$ cat src/design/bta_pkg.sv
package bta_pkg;

  typedef enum logic [1:0] {
    OP_MODE = 2'd0,
    OP_UP   = 2'd1,
    OP_DOWN = 2'd2,
    OP_LOAD = 2'd3
  } op_t;

  // clock register addresses
  localparam logic [2:0] ADDR_SEC   = 3'd0;
  localparam logic [2:0] ADDR_MIN   = 3'd1;
  localparam logic [2:0] ADDR_HOUR  = 3'd2;
  localparam logic [2:0] ADDR_WDAY  = 3'd3;
  localparam logic [2:0] ADDR_DATE  = 3'd4;
  localparam logic [2:0] ADDR_MONTH = 3'd5;
  localparam logic [2:0] ADDR_YEAR  = 3'd6;

  // modes
  localparam logic [3:0] MODE_RUN   = 4'd0;
  localparam logic [3:0] MODE_HOUR  = 4'd1;
  localparam logic [3:0] MODE_MIN   = 4'd2;
  localparam logic [3:0] MODE_SEC   = 4'd3;
  localparam logic [3:0] MODE_DATE  = 4'd4;
  localparam logic [3:0] MODE_MONTH = 4'd5;
  localparam logic [3:0] MODE_YEAR  = 4'd6;
  localparam logic [3:0] MODE_WDAY  = 4'd7;
  localparam logic [3:0] MODE_INFO  = 4'd8;

  // field limits
  localparam logic [7:0] SEC_MAX   = 8'h59;
  localparam logic [7:0] HOUR_MAX  = 8'h23;
  localparam logic [7:0] YEAR_MAX  = 8'h99;
  localparam logic [7:0] DATE_MAX  = 8'h31;
  localparam logic [7:0] MONTH_MAX = 8'h12;
  localparam logic [7:0] BCD_ZERO  = 8'h00;
  localparam logic [7:0] BCD_ONE   = 8'h01;
  localparam logic [3:0] WDAY_MIN  = 4'd2;
  localparam logic [3:0] WDAY_MAX  = 4'd8;

  typedef struct packed {
    logic       write_valid;
    logic [2:0] write_address;
    logic [7:0] write_data;
    logic [3:0] mode;
    logic       display_select;
    logic       clear_display;
    logic       adjust_activity;
  } res_t;

  // nibbles as tens*10+units, +/-1 mod 256, then back to nibbles.
  // x/10 == (x*205)>>11 for any 8-bit x.
  function automatic logic [7:0] bcd_step(input logic [7:0] v, input logic down);
    logic [7:0]  bin;
    logic [15:0] prod;
    logic [4:0]  q;
    logic [7:0]  r;
    bin  = ({4'b0, v[7:4]} << 3) + ({4'b0, v[7:4]} << 1) + {4'b0, v[3:0]};
    bin  = down ? bin - 8'd1 : bin + 8'd1;
    prod = {8'b0, bin} * 16'd205;
    q    = prod[15:11];
    r    = bin - ({3'b0, q} << 3) - ({3'b0, q} << 1);
    return {q[3:0], r[3:0]};
  endfunction

  function automatic logic [7:0] step_field(input logic [7:0] v, input logic down,
                                            input logic [7:0] lo, input logic [7:0] hi);
    if (!down) return (v == hi) ? lo : bcd_step(v, 1'b0);
    return (v == lo) ? hi : bcd_step(v, 1'b1);
  endfunction

endpackage

$ cat src/design/bta_if.sv
interface bta_in_if;
  logic       valid;
  logic       ready;
  logic [1:0] operation;
  logic [2:0] field_index;
  logic [7:0] field_value;

  modport source (output valid, operation, field_index, field_value, input ready);
  modport sink   (input valid, operation, field_index, field_value, output ready);
endinterface

interface bta_out_if;
  logic       valid;
  logic       ready;
  logic       write_valid;
  logic [2:0] write_address;
  logic [7:0] write_data;
  logic [3:0] mode;
  logic       display_select;
  logic       clear_display;
  logic       adjust_activity;

  modport source (output valid, write_valid, write_address, write_data, mode,
                  display_select, clear_display, adjust_activity, input ready);
  modport sink   (input valid, write_valid, write_address, write_data, mode,
                  display_select, clear_display, adjust_activity, output ready);
endinterface

$ cat src/design/bta_core.sv
module bta_core (
  input  logic              clk,
  input  logic              rst_n,
  input  logic              accept,
  input  bta_pkg::op_t      op,
  input  logic [2:0]        idx,
  input  logic [7:0]        val,
  output bta_pkg::res_t     res
);

  logic [3:0] mode_r, mode_nxt;
  logic [7:0] sec_r, sec_nxt;
  logic [7:0] min_r, min_nxt;
  logic [7:0] hour_r, hour_nxt;
  logic [3:0] wday_r, wday_nxt;
  logic [7:0] date_r, date_nxt;
  logic [7:0] month_r, month_nxt;
  logic [7:0] year_r, year_nxt;
  logic       disp_r, disp_nxt;
  logic [3:0] mode_inc;
  logic       down;

  assign mode_inc = mode_r + 4'd1;
  assign down     = (op == bta_pkg::OP_DOWN);

  always_comb begin
    mode_nxt  = mode_r;
    sec_nxt   = sec_r;
    min_nxt   = min_r;
    hour_nxt  = hour_r;
    wday_nxt  = wday_r;
    date_nxt  = date_r;
    month_nxt = month_r;
    year_nxt  = year_r;
    disp_nxt  = disp_r;
    res       = '0;
    unique case (op)
      bta_pkg::OP_MODE: begin
        mode_nxt = mode_inc;
        if (mode_inc == bta_pkg::MODE_INFO) res.clear_display = 1'b1;
        if (mode_inc > bta_pkg::MODE_INFO) begin
          mode_nxt          = bta_pkg::MODE_RUN;
          res.clear_display = 1'b1;
        end
      end
      bta_pkg::OP_UP, bta_pkg::OP_DOWN: begin
        if (mode_r == bta_pkg::MODE_RUN) begin
          disp_nxt = !down;
        end else begin
          res.adjust_activity = 1'b1;
          unique case (mode_r)
            bta_pkg::MODE_HOUR: begin
              hour_nxt = bta_pkg::step_field(hour_r, down, bta_pkg::BCD_ZERO,
                                             bta_pkg::HOUR_MAX);
              res.write_valid   = 1'b1;
              res.write_address = bta_pkg::ADDR_HOUR;
              res.write_data    = hour_nxt;
            end
            bta_pkg::MODE_MIN: begin
              min_nxt = bta_pkg::step_field(min_r, down, bta_pkg::BCD_ZERO,
                                            bta_pkg::SEC_MAX);
              res.write_valid   = 1'b1;
              res.write_address = bta_pkg::ADDR_MIN;
              res.write_data    = min_nxt;
            end
            bta_pkg::MODE_SEC: begin
              sec_nxt = bta_pkg::step_field(sec_r, down, bta_pkg::BCD_ZERO,
                                            bta_pkg::SEC_MAX);
              res.write_valid   = 1'b1;
              res.write_address = bta_pkg::ADDR_SEC;
              res.write_data    = sec_nxt;
            end
            bta_pkg::MODE_DATE: begin
              date_nxt = bta_pkg::step_field(date_r, down, bta_pkg::BCD_ONE,
                                             bta_pkg::DATE_MAX);
              res.write_valid   = 1'b1;
              res.write_address = bta_pkg::ADDR_DATE;
              res.write_data    = date_nxt;
            end
            bta_pkg::MODE_MONTH: begin
              month_nxt = bta_pkg::step_field(month_r, down, bta_pkg::BCD_ONE,
                                              bta_pkg::MONTH_MAX);
              res.write_valid   = 1'b1;
              res.write_address = bta_pkg::ADDR_MONTH;
              res.write_data    = month_nxt;
            end
            bta_pkg::MODE_YEAR: begin
              year_nxt = bta_pkg::step_field(year_r, down, bta_pkg::BCD_ZERO,
                                             bta_pkg::YEAR_MAX);
              res.write_valid   = 1'b1;
              res.write_address = bta_pkg::ADDR_YEAR;
              res.write_data    = year_nxt;
            end
            bta_pkg::MODE_WDAY: begin
              // plain count, wraps 8 <-> 2, otherwise mod 16
              if (!down)
                wday_nxt = (wday_r == bta_pkg::WDAY_MAX) ? bta_pkg::WDAY_MIN
                                                          : wday_r + 4'd1;
              else
                wday_nxt = (wday_r == bta_pkg::WDAY_MIN) ? bta_pkg::WDAY_MAX
                                                          : wday_r - 4'd1;
              res.write_valid   = 1'b1;
              res.write_address = bta_pkg::ADDR_WDAY;
              res.write_data    = {4'b0, wday_nxt};
            end
            default: ;  // info mode: activity only
          endcase
        end
      end
      bta_pkg::OP_LOAD: begin
        unique case (idx)
          bta_pkg::ADDR_SEC:   sec_nxt   = val;
          bta_pkg::ADDR_MIN:   min_nxt   = val;
          bta_pkg::ADDR_HOUR:  hour_nxt  = val;
          bta_pkg::ADDR_WDAY:  wday_nxt  = val[3:0];
          bta_pkg::ADDR_DATE:  date_nxt  = val;
          bta_pkg::ADDR_MONTH: month_nxt = val;
          bta_pkg::ADDR_YEAR:  year_nxt  = val;
          default: ;
        endcase
      end
      default: ;
    endcase
    res.mode           = mode_nxt;
    res.display_select = disp_nxt;
  end

  always_ff @(posedge clk) begin
    if (!rst_n) begin
      mode_r  <= bta_pkg::MODE_RUN;
      sec_r   <= bta_pkg::BCD_ZERO;
      min_r   <= bta_pkg::BCD_ZERO;
      hour_r  <= bta_pkg::BCD_ZERO;
      wday_r  <= bta_pkg::WDAY_MIN;
      date_r  <= bta_pkg::BCD_ONE;
      month_r <= bta_pkg::BCD_ONE;
      year_r  <= bta_pkg::BCD_ZERO;
      disp_r  <= 1'b1;
    end else if (accept) begin
      mode_r  <= mode_nxt;
      sec_r   <= sec_nxt;
      min_r   <= min_nxt;
      hour_r  <= hour_nxt;
      wday_r  <= wday_nxt;
      date_r  <= date_nxt;
      month_r <= month_nxt;
      year_r  <= year_nxt;
      disp_r  <= disp_nxt;
    end
  end

endmodule

$ cat src/design/bta_obuf.sv
// two-entry output buffer: result register plus skid register
module bta_obuf (
  input  logic          clk,
  input  logic          rst_n,
  input  logic          push,
  input  bta_pkg::res_t push_data,
  output logic          can_push,
  output logic          out_valid,
  input  logic          out_ready,
  output bta_pkg::res_t out_data
);

  logic          main_valid_r, skid_valid_r;
  bta_pkg::res_t main_r, skid_r;
  logic          pop;

  assign pop       = main_valid_r && out_ready;
  assign can_push  = !skid_valid_r;
  assign out_valid = main_valid_r;
  assign out_data  = main_r;

  always_ff @(posedge clk) begin
    if (!rst_n) begin
      main_valid_r <= 1'b0;
      skid_valid_r <= 1'b0;
    end else if (skid_valid_r) begin
      if (pop) begin
        main_r       <= skid_r;
        skid_valid_r <= 1'b0;
      end
    end else if (push) begin
      if (!main_valid_r || pop) begin
        main_r       <= push_data;
        main_valid_r <= 1'b1;
      end else begin
        skid_r       <= push_data;
        skid_valid_r <= 1'b1;
      end
    end else if (pop) begin
      main_valid_r <= 1'b0;
    end
  end

endmodule

$ cat src/design/bcd_time_field_adjuster_unit.sv
// Time-setting controller for a real-time clock, driven by key words.
// Each input word is a mode key, an up key, a down key or a load of one
// field from a clock read; each gives exactly one result word with the
// mode after the key, the display flag, a clear-display strobe, an
// activity strobe, and (in modes 1..7 on up/down) a clock register write
// of the stepped BCD field. One word is taken every cycle while input
// ready is high, and each result is registered in the output buffer.
// The step logic is combinational from the accepted word and the field
// registers to the output buffer; a two-entry output buffer lets one
// more word in while a result is stalled, so input ready drops only when both entries are full.
module bcd_time_field_adjuster_unit (
  input  logic             clk,
  input  logic             rst_n,
  bta_in_if.sink           in_ch,
  bta_out_if.source        out_ch
);

  logic          accept;
  logic          can_push;
  bta_pkg::res_t step_res;
  bta_pkg::res_t out_res;

  assign in_ch.ready = can_push;
  assign accept      = in_ch.valid && can_push;

  // field registers and step logic
  bta_core u_core (
    .clk    (clk),
    .rst_n  (rst_n),
    .accept (accept),
    .op     (bta_pkg::op_t'(in_ch.operation)),
    .idx    (in_ch.field_index),
    .val    (in_ch.field_value),
    .res    (step_res)
  );

  // result register with skid entry
  bta_obuf u_obuf (
    .clk       (clk),
    .rst_n     (rst_n),
    .push      (accept),
    .push_data (step_res),
    .can_push  (can_push),
    .out_valid (out_ch.valid),
    .out_ready (out_ch.ready),
    .out_data  (out_res)
  );

  assign out_ch.write_valid     = out_res.write_valid;
  assign out_ch.write_address   = out_res.write_address;
  assign out_ch.write_data      = out_res.write_data;
  assign out_ch.mode            = out_res.mode;
  assign out_ch.display_select  = out_res.display_select;
  assign out_ch.clear_display   = out_res.clear_display;
  assign out_ch.adjust_activity = out_res.adjust_activity;

endmodule

$ cat src/flat_wrapper.sv
// flat-port wrapper written by rule: the top's interface ports become plain ports
module bcd_time_field_adjuster_unit_flat 
  (clk, rst_n, in_ch_valid, in_ch_operation, in_ch_field_index, in_ch_field_value, in_ch_ready, out_ch_valid, out_ch_write_valid, out_ch_write_address, out_ch_write_data, out_ch_mode, out_ch_display_select, out_ch_clear_display, out_ch_adjust_activity, out_ch_ready);
  bta_in_if in_ch_i ();
  bta_out_if out_ch_i ();
  input  logic clk;
  input  logic rst_n;
  input wire logic [$bits(in_ch_i.valid)-1:0] in_ch_valid;
  input wire logic [$bits(in_ch_i.operation)-1:0] in_ch_operation;
  input wire logic [$bits(in_ch_i.field_index)-1:0] in_ch_field_index;
  input wire logic [$bits(in_ch_i.field_value)-1:0] in_ch_field_value;
  output wire logic [$bits(in_ch_i.ready)-1:0] in_ch_ready;
  output wire logic [$bits(out_ch_i.valid)-1:0] out_ch_valid;
  output wire logic [$bits(out_ch_i.write_valid)-1:0] out_ch_write_valid;
  output wire logic [$bits(out_ch_i.write_address)-1:0] out_ch_write_address;
  output wire logic [$bits(out_ch_i.write_data)-1:0] out_ch_write_data;
  output wire logic [$bits(out_ch_i.mode)-1:0] out_ch_mode;
  output wire logic [$bits(out_ch_i.display_select)-1:0] out_ch_display_select;
  output wire logic [$bits(out_ch_i.clear_display)-1:0] out_ch_clear_display;
  output wire logic [$bits(out_ch_i.adjust_activity)-1:0] out_ch_adjust_activity;
  input wire logic [$bits(out_ch_i.ready)-1:0] out_ch_ready;
  assign in_ch_i.valid = in_ch_valid;
  assign in_ch_i.operation = in_ch_operation;
  assign in_ch_i.field_index = in_ch_field_index;
  assign in_ch_i.field_value = in_ch_field_value;
  assign in_ch_ready = in_ch_i.ready;
  assign out_ch_valid = out_ch_i.valid;
  assign out_ch_write_valid = out_ch_i.write_valid;
  assign out_ch_write_address = out_ch_i.write_address;
  assign out_ch_write_data = out_ch_i.write_data;
  assign out_ch_mode = out_ch_i.mode;
  assign out_ch_display_select = out_ch_i.display_select;
  assign out_ch_clear_display = out_ch_i.clear_display;
  assign out_ch_adjust_activity = out_ch_i.adjust_activity;
  assign out_ch_i.ready = out_ch_ready;
  bcd_time_field_adjuster_unit u_core (.clk(clk), .rst_n(rst_n), .in_ch(in_ch_i), .out_ch(out_ch_i));
endmodule
$ cat config.mk
export PLATFORM = sky130hd
export DESIGN_NAME = bcd_time_field_adjuster_unit_flat
export DESIGN_NICKNAME = d
export VERILOG_FILES = /design/src/design/bta_pkg.sv /design/src/design/bta_if.sv /design/src/design/bta_core.sv /design/src/design/bta_obuf.sv /design/src/design/bcd_time_field_adjuster_unit.sv /design/src/flat_wrapper.sv
export SDC_FILE = /design/constraint.sdc
export NUM_CORES = 1
export LEC_CHECK = 0
export BUFFER_PORTS_ARGS = -buffer_cell sky130_fd_sc_hd__buf_4
export CORE_MARGIN = 4
export CORE_UTILIZATION = 30
export DETAILED_ROUTE_END_ITERATION = 10
export HOLD_SLACK_MARGIN = 0.05
export PLACE_DENSITY = 0.52
export SYNTH_ARGS = -nofsm -noshare
export SYNTH_HDL_FRONTEND = slang
export SYNTH_SLANG_ARGS = --single-unit
$ cat constraint.sdc
create_clock -name clk -period 9.4 [get_ports clk]
set_clock_uncertainty 0.15 [all_clocks]
set_input_delay 1.41 -clock clk [delete_from_list [all_inputs] [get_ports clk]]
set_output_delay 1.41 -clock clk [all_outputs]
set_load 0.1 [all_outputs]
==> results.json <==
{
  "grt_pass1_vias": 17495,
  "startpoint_type": "register",
  "cts_max_level": 3,
  "fin_crit_ns": 8.36,
  "synth_cells": 2453,
  "cp-end-kind": "register",
  "clk_latency_ns": 0.35,
  "crit_type": "register to register",
  "cts.sink_count": 97,
  "cts_repair_resize_count": 0,
  "wl_mm": 52.0,
  "num_io_pins": 38,
  "clkTransAtPathRegs_ns": 0.07,
  "ys_seq_elements": 97,
  "cp_max_fo": 9,
  "chipWidth_microns": 276,
  "syn2layout_area_growth_pct": 7.41,
  "synthFlopType": "dfxtp_1",
  "max_freq_ghz": 0.120,
  "die_area_sq_um": 76300,
  "timing.setup.tns_ns": 0,
  "overflow": 0,
  "mostFrequentLayoutCell": "ha_1",
  "ys_seq_area_share_pct": 10.8,
  "io_buffers": 37,
  "worstPathArrival_ns": 8.28,
  "relSlewSlack_pct": 29.7,
  "outcome": "completed",
  "yosysWarnings": 0,
  "place.gp.congestion": 0.902,
  "drt-initial-drc-count": 819,
  "dr.pass1.iters": 5,
  "avgSynthCellArea_sq_um": 8.80,
  "cts_setup_buffers": 0,
  "drc_errors": 0,
  "grtUsageTotal_pct": 13.5,
  "hold_buffers": 0,
  "nNetsFinal": 3174,
  "synth.distinct_cells": 82,
  "slowest_delay_ns": 0.65,
  "grt_pass1_wl_mm": 87.9,
  "synth_nets": 3171,
  "worst_slew_pin_slew_ns": 1.05,
  "cts_buffers": 9,
  "start_util_pct": 30.3,
  "grt_antenna_before_repair": 1,
  "vias_per_cell": 4.95,
  "finalHoldViolations": 0,
  "grt_max_degree": 64,
  "core_sq_um": 71400,
  "r2r_setup_slack_ns": 1.04,
  "finalSetupViolCount": 0,
  "drive_gt1_share_pct": 3.45,
  "cts_buffer_depth": 2,
  "synth_area_sq_um": 21600,
  "hold_path_class": "register to register",
  "ant_nets": 0,
  "maxSlewViolCount": 0,
  "avgRoutedWirePerCell_microns": 15.2,
  "async_reset_ff_share_pct": 0,
  "cts_root_buf": "clkbuf_16",
  "die_y_microns": 276,
  "rsz0062_at_grt": "no",
  "cp_slowest_cell": "a2111oi_0",
  "drv_cap": 0,
  "num_vias": 16882,
  "period_share_pct": 88.9,
  "layout_common_cells": "ha_1, inv_1, nand2_1",
  "cts_tree": "built",
  "dp_hpwl_mm": 44.4,
  "synth_edf_count": 38,
  "required_ns": 9.32,
  "num_rows": 98
}
==> worst max-delay path: cells and delay by family (launching register included) <==
kind            cells  cell delay (ns)
fa+ha+maj           7             2.83
compound gates      9             2.45
xor+xnor            4             1.07
simple gates        4             0.76
flops               1             0.51
buf+inv             4             0.30
==> worst paths after layout <==
kind	startpoint	to	cells after the start
max	u_core.u_core.date_r[4]	u_core.u_obuf.out_data[10]	28
min	u_core.u_core.disp_r	u_core.u_core.disp_r	2
max reg2reg	u_core.u_core.date_r[4]	u_core.u_obuf.out_data[10]	28
min reg2reg	u_core.u_core.disp_r	u_core.u_core.disp_r	2
==> state kept, by name, indices dropped and copies added, names as in the netlist, 4 cells and up <==
| register | flops |
|---|---|
| u_core.u_obuf.out_data | 19 |
| u_core.u_obuf.skid_r | 19 |
| u_core.u_core.date_r | 8 |
| u_core.u_core.hour_r | 8 |
| u_core.u_core.min_r | 8 |
| u_core.u_core.month_r | 8 |
| u_core.u_core.sec_r | 8 |
| u_core.u_core.year_r | 8 |
| u_core.u_core.mode_r | 4 |
| u_core.u_core.wday_r | 4 |
==> layer usage <==
metal	vias to the layer above	wire length (microns)	global-route usage [%]
met5	-	0	0
met1	8135	25400	18.8
met4	0	490	1.89
li1	8453	-	-
met2	254	24600	23.6
met3	40	1520	0.827
==> logic make-up (layout without fill, tap and decap cells) <==
logic type,Yosys count,after routing,share of synthesized area (%)
flops,97,97,10.8
xor+xnor,221,221,9.38
other cells,0,2,0
buf+inv,519,527,9.10
fa+ha+maj,701,701,45.1
simple gates,437,437,9.82
mux,18,18,0.968
compound gates,460,460,14.9
==> area by class of cell <==
| class | count | area [sq um] |
|---|---|---|
| fillers | 7477 | 48200 |
| multi-input cells | 1837 | 17300 |
| flip-flops and latches | 97 | 2320 |
| inverters | 470 | 1760 |
| well taps | 950 | 1190 |
| repair buffers | 41 | 308 |
| clock buffers | 9 | 225 |
| clock inverters | 7 | 70.1 |
| diodes | 2 | 5.00 |
==> cell usage after synthesis (38+ instances only) <==
library cell / number / area (sq um)
ha_1: 573 / 7170
inv_1: 466 / 1750
nand2_1: 143 / 537
xnor2_1: 129 / 1130
fa_1: 128 / 2560
nor2_1: 96 / 360
xor2_1: 85 / 744
o21ai_0: 80 / 400
a21oi_1: 78 / 390
dfxtp_1: 59 / 1180
a21o_1: 45 / 338
nand3_1: 39 / 195
edfxtp_1: 38 / 1140
==> through the flow <==
stage	worst slack, ns	hold slack [ns]	utilization, %	area, sq um	instances
after detailed placement	1.08	0.336	32.1	22900	3395
after CTS	1.05	0.349	32.5	23200	3411
after global routing	0.567	0.385	32.5	23200	3411
after global placement	1.27	0.313	32.1	22900	3395
after floorplan	1.79	0.300	-	21600	2453
final	1.04	0.347	32.5	23200	3413
Power is left out: the tool's default activity adds up to more than one toggle a clock period on the data nets, which glitch-free logic cannot reach.
